==> config.mk <==
export PLATFORM = sky130hd
export DESIGN_NAME = escaped_frame_deframer_crc16_flat
export DESIGN_NICKNAME = d
export VERILOG_FILES = /design/src/efd_pkg.sv /design/src/efd_req_if.sv /design/src/efd_rsp_if.sv /design/src/efd_csr_if.sv /design/src/escaped_frame_deframer_crc16.sv /design/src/flat_wrapper.sv
export SDC_FILE = /design/constraint.sdc
export NUM_CORES = 1
export LEC_CHECK = 0
export CORE_MARGIN = 2
export CORE_UTILIZATION = 56
export DETAILED_ROUTE_END_ITERATION = 8
export DONT_BUFFER_PORTS = 1
export PLACE_DENSITY = 0.76
export REMOVE_ABC_BUFFERS = 1
export SLEW_MARGIN = 20
export SYNTH_ARGS = -nofsm -noshare
export SYNTH_HDL_FRONTEND = slang
export SYNTH_SLANG_ARGS = --single-unit
export TNS_END_PERCENT = 50
==> constraint.sdc <==
create_clock -name clock -period 4.89 [get_ports clock]
set_input_delay 1.467 -clock clock [delete_from_list [all_inputs] [get_ports clock]]
set_output_delay 1.467 -clock clock [all_outputs]
set_load 0.01 [all_outputs]
==> src/efd_pkg.sv <==
// ----------------------------------------------------------------------------
// efd_pkg
// Shared types, register indexes, status codes and the CRC-16 byte update
// for the escaped frame deframer.
// ----------------------------------------------------------------------------
package efd_pkg;

   localparam int unsigned CsrIdxWidth  = 2;
   localparam int unsigned CsrDataWidth = 16;

   typedef logic [CsrIdxWidth-1:0] csr_idx_type;

   localparam csr_idx_type CSR_START_BYTE  = 2'd0;
   localparam csr_idx_type CSR_ESCAPE_BYTE = 2'd1;
   localparam csr_idx_type CSR_MAX_LEN     = 2'd2;

   localparam logic [7:0]  START_BYTE_RST  = 8'h7E;
   localparam logic [7:0]  ESCAPE_BYTE_RST = 8'h7D;
   localparam logic [15:0] MAX_LEN_RST     = 16'd253;

   localparam logic [15:0] CRC_INIT = 16'hFFFF;
   localparam logic [15:0] CRC_POLY = 16'hA001;

   typedef logic [1:0] status_type;

   localparam status_type STATUS_OK      = 2'd0;
   localparam status_type STATUS_CRC_BAD = 2'd1;
   localparam status_type STATUS_ESC_BAD = 2'd2;
   localparam status_type STATUS_LEN_BAD = 2'd3;

   localparam logic KIND_DATA = 1'b0;
   localparam logic KIND_END  = 1'b1;

   typedef enum logic [3:0] {
      PH_WAIT       = 4'd0,
      PH_TYPE       = 4'd1,
      PH_SEQ        = 4'd2,
      PH_LEN_LO     = 4'd3,
      PH_LEN_HI     = 4'd4,
      PH_DATA       = 4'd5,
      PH_DATA_ESC   = 4'd6,
      PH_CRC_LO     = 4'd7,
      PH_CRC_LO_ESC = 4'd8,
      PH_CRC_HI     = 4'd9,
      PH_CRC_HI_ESC = 4'd10
   } phase_type;

   // reflected crc-16, one byte, bit at a time unrolled
   function automatic logic [15:0] crc16_byte(input logic [15:0] crc, input logic [7:0] b);
      logic [15:0] c;
      c = crc ^ {8'h00, b};
      for (int k = 0; k < 8; k++) begin
         if (c[0]) begin
            c = (c >> 1) ^ CRC_POLY;
         end else begin
            c = c >> 1;
         end
      end
      return c;
   endfunction

endpackage

==> src/efd_req_if.sv <==
// ----------------------------------------------------------------------------
// efd_req_if
// Received line byte channel, valid/ready handshake.
// ----------------------------------------------------------------------------
interface efd_req_if;
   logic       valid;
   logic       ready;
   logic [7:0] rx_byte;

   modport source (output valid, output rx_byte, input ready);
   modport sink   (input valid, input rx_byte, output ready);
endinterface

==> src/efd_rsp_if.sv <==
// ----------------------------------------------------------------------------
// efd_rsp_if
// Result channel: payload bytes and frame-end status, valid/ready handshake.
// ----------------------------------------------------------------------------
interface efd_rsp_if;
   logic        valid;
   logic        ready;
   logic        out_kind;
   logic [7:0]  data_byte;
   logic [1:0]  frame_status;
   logic [7:0]  frame_type;
   logic [7:0]  frame_seq;
   logic [15:0] frame_length;

   modport source (output valid, output out_kind, output data_byte, output frame_status,
                   output frame_type, output frame_seq, output frame_length, input ready);
   modport sink   (input valid, input out_kind, input data_byte, input frame_status,
                   input frame_type, input frame_seq, input frame_length, output ready);
endinterface

==> src/efd_csr_if.sv <==
// ----------------------------------------------------------------------------
// efd_csr_if
// Configuration write channel: register index and write data.
// ----------------------------------------------------------------------------
interface efd_csr_if;
   logic        valid;
   logic        ready;
   logic [1:0]  index;
   logic [15:0] data;

   modport source (output valid, output index, output data, input ready);
   modport sink   (input valid, input index, input data, output ready);
endinterface

==> src/escaped_frame_deframer_crc16.sv <==
// ----------------------------------------------------------------------------
// escaped_frame_deframer_crc16
// Byte-stuffed frame deframer with CRC-16/Modbus check: forwards unescaped
// payload bytes and closes each frame with a status beat.
// ----------------------------------------------------------------------------
// output: a result beat shows in the cycle after its line byte is accepted
// throughput: one line byte per cycle unless the result is stalled; parser
//   state, byte-wide crc update combinational; result register frees the input
// reset: synchronous; parser waits for start, crc all ones, registers at
//   their defaults, no result pending
module escaped_frame_deframer_crc16 (
   input  logic       clock,
   input  logic       reset,
   efd_req_if.sink    req_bus,
   efd_rsp_if.source  rsp_bus,
   efd_csr_if.sink    csr_bus
);
   import efd_pkg::*;

   logic [7:0]  start_byte_ff;
   logic [7:0]  escape_byte_ff;
   logic [15:0] max_len_ff;

   phase_type   phase_ff, phase_in;
   logic [7:0]  type_ff, type_in;
   logic [7:0]  seq_ff, seq_in;
   logic [15:0] len_ff, len_in;
   logic [15:0] rem_ff, rem_in;
   logic [15:0] crc_ff, crc_in;
   logic [7:0]  crc_lo_ff, crc_lo_in;

   logic        rsp_valid_ff;
   logic        kind_ff, kind_in;
   logic [7:0]  data_ff, data_in;
   logic [1:0]  status_ff, status_in;
   logic [7:0]  otype_ff, otype_in;
   logic [7:0]  oseq_ff, oseq_in;
   logic [15:0] olen_ff, olen_in;
   logic        emit;

   logic        req_fire;
   logic [7:0]  b;
   logic        is_start, is_esc, lit;
   logic [15:0] crc_upd;
   logic [15:0] rem_dec;
   logic [15:0] len_full;
   logic        crc_match;

   assign req_bus.ready = !rsp_valid_ff || rsp_bus.ready;
   assign req_fire      = req_bus.valid && req_bus.ready;
   assign csr_bus.ready = 1'b1;

   assign b         = req_bus.rx_byte;
   assign is_start  = (b == start_byte_ff);
   assign is_esc    = (b == escape_byte_ff);
   assign lit       = is_start || is_esc;
   assign crc_upd   = crc16_byte(crc_ff, b);
   assign rem_dec   = (rem_ff != 16'd0) ? rem_ff - 16'd1 : 16'd0;
   assign len_full  = {b, len_ff[7:0]};
   assign crc_match = ({b, crc_lo_ff} == crc_ff);

   // next phase
   always_comb begin
      phase_in = phase_ff;
      unique case (phase_ff)
         PH_WAIT: begin
            if (is_start) phase_in = PH_TYPE;
         end
         PH_TYPE:   phase_in = PH_SEQ;
         PH_SEQ:    phase_in = PH_LEN_LO;
         PH_LEN_LO: phase_in = PH_LEN_HI;
         PH_LEN_HI: begin
            if (len_full > max_len_ff)      phase_in = PH_WAIT;
            else if (len_full == 16'd0)     phase_in = PH_CRC_LO;
            else                            phase_in = PH_DATA;
         end
         PH_DATA: begin
            if (is_esc)                     phase_in = PH_DATA_ESC;
            else if (rem_dec == 16'd0)      phase_in = PH_CRC_LO;
            else                            phase_in = PH_DATA;
         end
         PH_DATA_ESC: begin
            if (!lit)                       phase_in = PH_WAIT;
            else if (rem_dec == 16'd0)      phase_in = PH_CRC_LO;
            else                            phase_in = PH_DATA;
         end
         PH_CRC_LO: begin
            phase_in = is_esc ? PH_CRC_LO_ESC : PH_CRC_HI;
         end
         PH_CRC_LO_ESC: begin
            phase_in = lit ? PH_CRC_HI : PH_WAIT;
         end
         PH_CRC_HI: begin
            phase_in = is_esc ? PH_CRC_HI_ESC : PH_WAIT;
         end
         PH_CRC_HI_ESC: phase_in = PH_WAIT;
         default:       phase_in = PH_WAIT;
      endcase
   end

   // datapath and result beat
   always_comb begin
      type_in   = type_ff;
      seq_in    = seq_ff;
      len_in    = len_ff;
      rem_in    = rem_ff;
      crc_in    = crc_ff;
      crc_lo_in = crc_lo_ff;
      emit      = 1'b0;
      kind_in   = KIND_DATA;
      data_in   = 8'h00;
      status_in = STATUS_OK;
      otype_in  = 8'h00;
      oseq_in   = 8'h00;
      olen_in   = 16'd0;
      unique case (phase_ff) inside
         PH_WAIT: begin
            if (is_start) crc_in = CRC_INIT;
         end
         PH_TYPE: begin
            type_in = b;
            crc_in  = crc_upd;
         end
         PH_SEQ: begin
            seq_in = b;
            crc_in = crc_upd;
         end
         PH_LEN_LO: begin
            len_in = {8'h00, b};
            crc_in = crc_upd;
         end
         PH_LEN_HI: begin
            len_in = len_full;
            rem_in = len_full;
            crc_in = crc_upd;
            if (len_full > max_len_ff) begin
               emit      = 1'b1;
               kind_in   = KIND_END;
               status_in = STATUS_LEN_BAD;
               otype_in  = type_ff;
               oseq_in   = seq_ff;
               olen_in   = len_full;
            end
         end
         PH_DATA, PH_DATA_ESC: begin
            if ((phase_ff == PH_DATA) && is_esc) begin
               emit = 1'b0;
            end else if ((phase_ff == PH_DATA_ESC) && !lit) begin
               emit      = 1'b1;
               kind_in   = KIND_END;
               status_in = STATUS_ESC_BAD;
               otype_in  = type_ff;
               oseq_in   = seq_ff;
               olen_in   = len_ff;
            end else begin
               crc_in  = crc_upd;
               rem_in  = rem_dec;
               emit    = 1'b1;
               data_in = b;
            end
         end
         PH_CRC_LO: begin
            if (!is_esc) crc_lo_in = b;
         end
         PH_CRC_LO_ESC: begin
            if (lit) begin
               crc_lo_in = b;
            end else begin
               emit      = 1'b1;
               kind_in   = KIND_END;
               status_in = STATUS_ESC_BAD;
               otype_in  = type_ff;
               oseq_in   = seq_ff;
               olen_in   = len_ff;
            end
         end
         PH_CRC_HI, PH_CRC_HI_ESC: begin
            if (!((phase_ff == PH_CRC_HI) && is_esc)) begin
               emit     = 1'b1;
               kind_in  = KIND_END;
               otype_in = type_ff;
               oseq_in  = seq_ff;
               olen_in  = len_ff;
               if ((phase_ff == PH_CRC_HI_ESC) && !lit) begin
                  status_in = STATUS_ESC_BAD;
               end else begin
                  status_in = crc_match ? STATUS_OK : STATUS_CRC_BAD;
               end
            end
         end
         default: begin
            emit = 1'b0;
         end
      endcase
   end

   always_ff @(posedge clock) begin
      if (reset) begin
         start_byte_ff  <= START_BYTE_RST;
         escape_byte_ff <= ESCAPE_BYTE_RST;
         max_len_ff     <= MAX_LEN_RST;
      end else if (csr_bus.valid && csr_bus.ready) begin
         unique case (csr_bus.index)
            CSR_START_BYTE:  start_byte_ff  <= csr_bus.data[7:0];
            CSR_ESCAPE_BYTE: escape_byte_ff <= csr_bus.data[7:0];
            CSR_MAX_LEN:     max_len_ff     <= csr_bus.data;
            default: begin
               max_len_ff <= max_len_ff;
            end
         endcase
      end
   end

   always_ff @(posedge clock) begin
      if (reset) begin
         phase_ff  <= PH_WAIT;
         type_ff   <= 8'h00;
         seq_ff    <= 8'h00;
         len_ff    <= 16'd0;
         rem_ff    <= 16'd0;
         crc_ff    <= CRC_INIT;
         crc_lo_ff <= 8'h00;
      end else if (req_fire) begin
         phase_ff  <= phase_in;
         type_ff   <= type_in;
         seq_ff    <= seq_in;
         len_ff    <= len_in;
         rem_ff    <= rem_in;
         crc_ff    <= crc_in;
         crc_lo_ff <= crc_lo_in;
      end
   end

   always_ff @(posedge clock) begin
      if (reset) begin
         rsp_valid_ff <= 1'b0;
      end else if (req_fire && emit) begin
         rsp_valid_ff <= 1'b1;
      end else if (rsp_bus.ready) begin
         rsp_valid_ff <= 1'b0;
      end
   end

   always_ff @(posedge clock) begin
      if (req_fire && emit) begin
         kind_ff   <= kind_in;
         data_ff   <= data_in;
         status_ff <= status_in;
         otype_ff  <= otype_in;
         oseq_ff   <= oseq_in;
         olen_ff   <= olen_in;
      end
   end

   assign rsp_bus.valid        = rsp_valid_ff;
   assign rsp_bus.out_kind     = kind_ff;
   assign rsp_bus.data_byte    = data_ff;
   assign rsp_bus.frame_status = status_ff;
   assign rsp_bus.frame_type   = otype_ff;
   assign rsp_bus.frame_seq    = oseq_ff;
   assign rsp_bus.frame_length = olen_ff;

endmodule
==> src/flat_wrapper.sv <==
// flat-port wrapper written by rule: the top's interface ports become plain ports
module escaped_frame_deframer_crc16_flat import efd_pkg::*;
  (clock, reset, req_bus_valid, req_bus_rx_byte, req_bus_ready, rsp_bus_valid, rsp_bus_out_kind, rsp_bus_data_byte, rsp_bus_frame_status, rsp_bus_frame_type, rsp_bus_frame_seq, rsp_bus_frame_length, rsp_bus_ready, csr_bus_valid, csr_bus_index, csr_bus_data, csr_bus_ready);
  efd_req_if req_bus_i ();
  efd_rsp_if rsp_bus_i ();
  efd_csr_if csr_bus_i ();
  input  logic clock;
  input  logic reset;
  input wire logic [$bits(req_bus_i.valid)-1:0] req_bus_valid;
  input wire logic [$bits(req_bus_i.rx_byte)-1:0] req_bus_rx_byte;
  output wire logic [$bits(req_bus_i.ready)-1:0] req_bus_ready;
  output wire logic [$bits(rsp_bus_i.valid)-1:0] rsp_bus_valid;
  output wire logic [$bits(rsp_bus_i.out_kind)-1:0] rsp_bus_out_kind;
  output wire logic [$bits(rsp_bus_i.data_byte)-1:0] rsp_bus_data_byte;
  output wire logic [$bits(rsp_bus_i.frame_status)-1:0] rsp_bus_frame_status;
  output wire logic [$bits(rsp_bus_i.frame_type)-1:0] rsp_bus_frame_type;
  output wire logic [$bits(rsp_bus_i.frame_seq)-1:0] rsp_bus_frame_seq;
  output wire logic [$bits(rsp_bus_i.frame_length)-1:0] rsp_bus_frame_length;
  input wire logic [$bits(rsp_bus_i.ready)-1:0] rsp_bus_ready;
  input wire logic [$bits(csr_bus_i.valid)-1:0] csr_bus_valid;
  input wire logic [$bits(csr_bus_i.index)-1:0] csr_bus_index;
  input wire logic [$bits(csr_bus_i.data)-1:0] csr_bus_data;
  output wire logic [$bits(csr_bus_i.ready)-1:0] csr_bus_ready;
  assign req_bus_i.valid = req_bus_valid;
  assign req_bus_i.rx_byte = req_bus_rx_byte;
  assign req_bus_ready = req_bus_i.ready;
  assign rsp_bus_valid = rsp_bus_i.valid;
  assign rsp_bus_out_kind = rsp_bus_i.out_kind;
  assign rsp_bus_data_byte = rsp_bus_i.data_byte;
  assign rsp_bus_frame_status = rsp_bus_i.frame_status;
  assign rsp_bus_frame_type = rsp_bus_i.frame_type;
  assign rsp_bus_frame_seq = rsp_bus_i.frame_seq;
  assign rsp_bus_frame_length = rsp_bus_i.frame_length;
  assign rsp_bus_i.ready = rsp_bus_ready;
  assign csr_bus_i.valid = csr_bus_valid;
  assign csr_bus_i.index = csr_bus_index;
  assign csr_bus_i.data = csr_bus_data;
  assign csr_bus_ready = csr_bus_i.ready;
  escaped_frame_deframer_crc16 u_core (.clock(clock), .reset(reset), .req_bus(req_bus_i), .rsp_bus(rsp_bus_i), .csr_bus(csr_bus_i));
endmodule
==> run metrics <==
Leakage=3.10 nW; #FFs+latches synth=roughly 150; number of buffers added for setup after CTS=0; antenna-violating nets left=0; utilization after layout=approximately 62%; first-pass GRT wire length=a little under 30000 µm; ys async rst share=0%; setup slack, reg-to-reg=between 1.5 and 2 ns; CTS H-tree depth=4; wire length reported by the detailed router=~18000 µm; buffer type at the clock tree root=sky130_fd_sc_hd__clkbuf_16; Cell Count Post-Placement=around 940; Top-Level Pins=77; fraction of final layout cells sized beyond drive strength 1=6.02%; worst slack, placed=~0.89 ns; number of failing hold endpoints at the final stage=0; endpoint class of the critical path=register; drt wl/cell=~19 µm; area share of the largest cell type after synthesis=between 20% and 30%; startpoint type of the worst setup path=input port; area of the mapped netlist=roughly 0.0075 mm²; Largest stage delay, worst path=between 0.4 and 0.5 ns; number of enable-type register cells in the synthesized netlist=43; Area growth, synth to finish=8.82%; Seq/Total Area, Yosys=a little under half; final critical-path required period=3.56 ns; number of cells in the finished layout apart from fillers=974; mean post-synth cell area=roughly 9.2 µm²; Reg clk slew, reported paths=around 0.06 ns; Worst Setup Slack, final=approximately 1.3 ns; placeable core region=roughly 0.013 mm²; CTS sink cnt=152; number of instances resized during post-cts repair=0; DRT Pass-1 Iters=5; Die Footprint=roughly 0.014 mm²; critical-path cell list=ha_1 -> nand4_1 -> nor4_1 -> nor3_1 -> o31a_1 -> or2_1 -> a211oi_1 -> nor2_4 -> buf_4; Longest Clk Path Bufs=2; via count of the first global-routing pass=5600; highest achievable clock rate=about 280 MHz; Inserted Clock Buffers=17; Total Neg Setup Slack=0 ns; die outline height=approximately 120 µm; critical path start-end classification=input port to register; GRT Resource Usage Total=26.1%; required time worst endpoint=5.04 ns; Worst Hold Depth=2; top_reg_cell synth=sky130_fd_sc_hd__dfxtp_1; port buffer count=0; cell types with the highest counts after synthesis=109 x sky130_fd_sc_hd__dfxtp_1, 92 x sky130_fd_sc_hd__nand2_1, 84 x sky130_fd_sc_hd__nor2_1; initial antenna violation count=0; initial standard-cell utilization of the core=approximately 57%; DRC violation total after the first TritonRoute iteration=approximately 460; kind of path behind the tightest hold check=register to register; Slowest cell on crit path=sky130_fd_sc_hd__a211oi_1; final RePlAce weighted congestion=just over 0.9; largest driver fanout on the critical path=33; post-synthesis cell count=slightly above 800; largest net degree at the start of global routing=72; placed wire-length estimate=~12000 µm; Worst R2R Start=u_core.phase_ff[1]; max-cap viol count=0; number of rows created at floorplan=42; count leader, synth=sky130_fd_sc_hd__dfxtp_1; TritonCTS clock tree=built; total via count in the routed design=between 5000 and 6000; Hold Path Origin=u_core.max_len_ff[9]; die extent in x=between 100 and 150 µm; headroom to the max-slew limit=about 29%; number of warnings reported in the yosys synthesis log=0; total power of the final layout=about 2.7 mW; top cells by area in the synthesized netlist=sky130_fd_sc_hd__dfxtp_1 29%, sky130_fd_sc_hd__edfxtp_1 17%, sky130_fd_sc_hd__xnor2_1 5.8%; via-per-instance ratio=~6.0; worst path arrival time=~3.7 ns; count of distinct cell types in the synthesized netlist=67; final cycle utilization of the critical path=72.7%; nets=833; unrepaired setup endpoints after global routing=no; count of endpoints failing setup in the final report=0; pin slew with the least headroom to its limit=1.06 ns; VDD IR-drop max=between 0.0002 and 0.00025 V; capturing point of the worst reg2reg path=u_core.rem_ff[2]; antenna fix cells=0; status=completed; top cell type by total area after synthesis=sky130_fd_sc_hd__dfxtp_1; power density over the cells=335 mW/mm²; depth of the worst register-to-register path=8; worst-skew pair later-pin latency=between 0.4 and 0.5 ns; worst hold path endpoint=u_core.max_len_ff[9]; final number of max-transition violations=0; number of DRC violations after detailed routing=0; grt ovf=0; number of hold buffers added after CTS=0; Fin Clk Skew=between 0.008 and 0.009 ns
-- kinds of logic (layout without fill, tap and decap cells) --
logic type	Yosys count	in the layout	share of synthesized area, %
and+or+nand+nor	311	311	20.3
AOI/OAI and AO/OA	158	158	14.3
DFF	152	152	46.4
buffers and inverters	75	62	3.89
xor gates and xnor gates	60	60	7.30
muxes	37	37	4.96
adders and majority gates	17	17	2.84
other	1	1	0.0501
-- layout by cell type, fill, tap and decap left out, types with 5 or more instances in the layout --
master	instances
sky130_fd_sc_hd__dfxtp_1	109
sky130_fd_sc_hd__nand2_1	92
sky130_fd_sc_hd__nor2_1	83
sky130_fd_sc_hd__xnor2_1	50
sky130_fd_sc_hd__a21oi_1	44
sky130_fd_sc_hd__edfxtp_1	43
sky130_fd_sc_hd__mux2i_1	36
sky130_fd_sc_hd__and2_1	35
sky130_fd_sc_hd__o21ai_0	31
sky130_fd_sc_hd__inv_1	25
sky130_fd_sc_hd__nand3_1	19
sky130_fd_sc_hd__ha_1	17
sky130_fd_sc_hd__clkbuf_16	17
sky130_fd_sc_hd__nand4_1	15
sky130_fd_sc_hd__a22oi_1	14
sky130_fd_sc_hd__and3_1	10
sky130_fd_sc_hd__o211ai_1	9
sky130_fd_sc_hd__nor3_1	9
sky130_fd_sc_hd__a22o_1	9
sky130_fd_sc_hd__a211oi_1	8
sky130_fd_sc_hd__xor2_1	8
sky130_fd_sc_hd__and3b_1	8
sky130_fd_sc_hd__nor4_1	7
sky130_fd_sc_hd__nor2b_1	6
sky130_fd_sc_hd__o31ai_1	6
sky130_fd_sc_hd__nand3b_1	5
sky130_fd_sc_hd__buf_4	5
-- critical path, delay by kind of cell --
family | cells | cell delay (ns)
simple gates | 5 | 1.03
compound gates | 2 | 0.58
buf+inv | 1 | 0.31
fa+ha+maj | 1 | 0.31
-- power breakdown --
group	internal, mW	switching, mW	leakage [nW]	total [mW]
Clock	0.763	0.558	0.280	1.32
Combinational	0.0504	0.0550	1.54	0.105
Sequential	1.30	0.00679	1.28	1.30
-- metrics by stage --
step	hold slack, ns	cell area [µm²]
after floorplan	0.430	7290
after global placement	0.441	7550
after detailed placement	0.444	7550
after CTS	0.452	8150
after global routing	0.465	8150
final	0.451	8150
-- how the worst max path moves through the flow --
stage | startpoint | end | slack [ns] | depth (start not counted)
6_report | req_bus_rx_byte[3] | u_core.rsp_bus.data_byte[4] | 1.33 | 9
5_1_grt | req_bus_rx_byte[3] | u_core.rsp_bus.frame_seq[2] | 1.11 | 9
4_1_cts | req_bus_rx_byte[3] | u_core.rsp_bus.frame_seq[2] | 1.34 | 9
3_5_place_dp | req_bus_rx_byte[3] | u_core.rsp_bus.data_byte[5] | 0.89 | 9
3_3_place_gp | req_bus_rx_byte[7] | u_core.rsp_bus.frame_seq[1] | 0.93 | 9
2_1_floorplan | req_bus_rx_byte[6] | u_core.rsp_bus.data_byte[0] | 0.13 | 8
-- state kept, by name, indices dropped and copies added, names as in the netlist, 16 cells and up --
signal and cells:
u_core.len_ff 16, u_core.rem_ff 16, u_core.rsp_bus.frame_length 16, u_core.crc_ff 16, u_core.max_len_ff 16
-- area by class of cell --
| type | instances | area (µm²) |
|---|---|---|
| multi-input cells | 584 | 3730 |
| inverters | 25 | 93.8 |
| flip-flops and latches | 152 | 3470 |
| clock buffers | 18 | 429 |
| fillers | 1121 | 4990 |
| clock inverters | 14 | 164 |
| well taps | 176 | 220 |
| repair buffers | 5 | 37.5 |
-- metal layers --
layer  vias to the layer above  GRT usage, %  part of all wire, %
li1                       2803             -                    -
met1                      2810          34.3                   45
met2                       228          41.9                   47
met3                        33          5.66                  6.2
met4                         0          10.5                  2.1
met5                         -             0                    0
(Power assumes the default switching activity.)
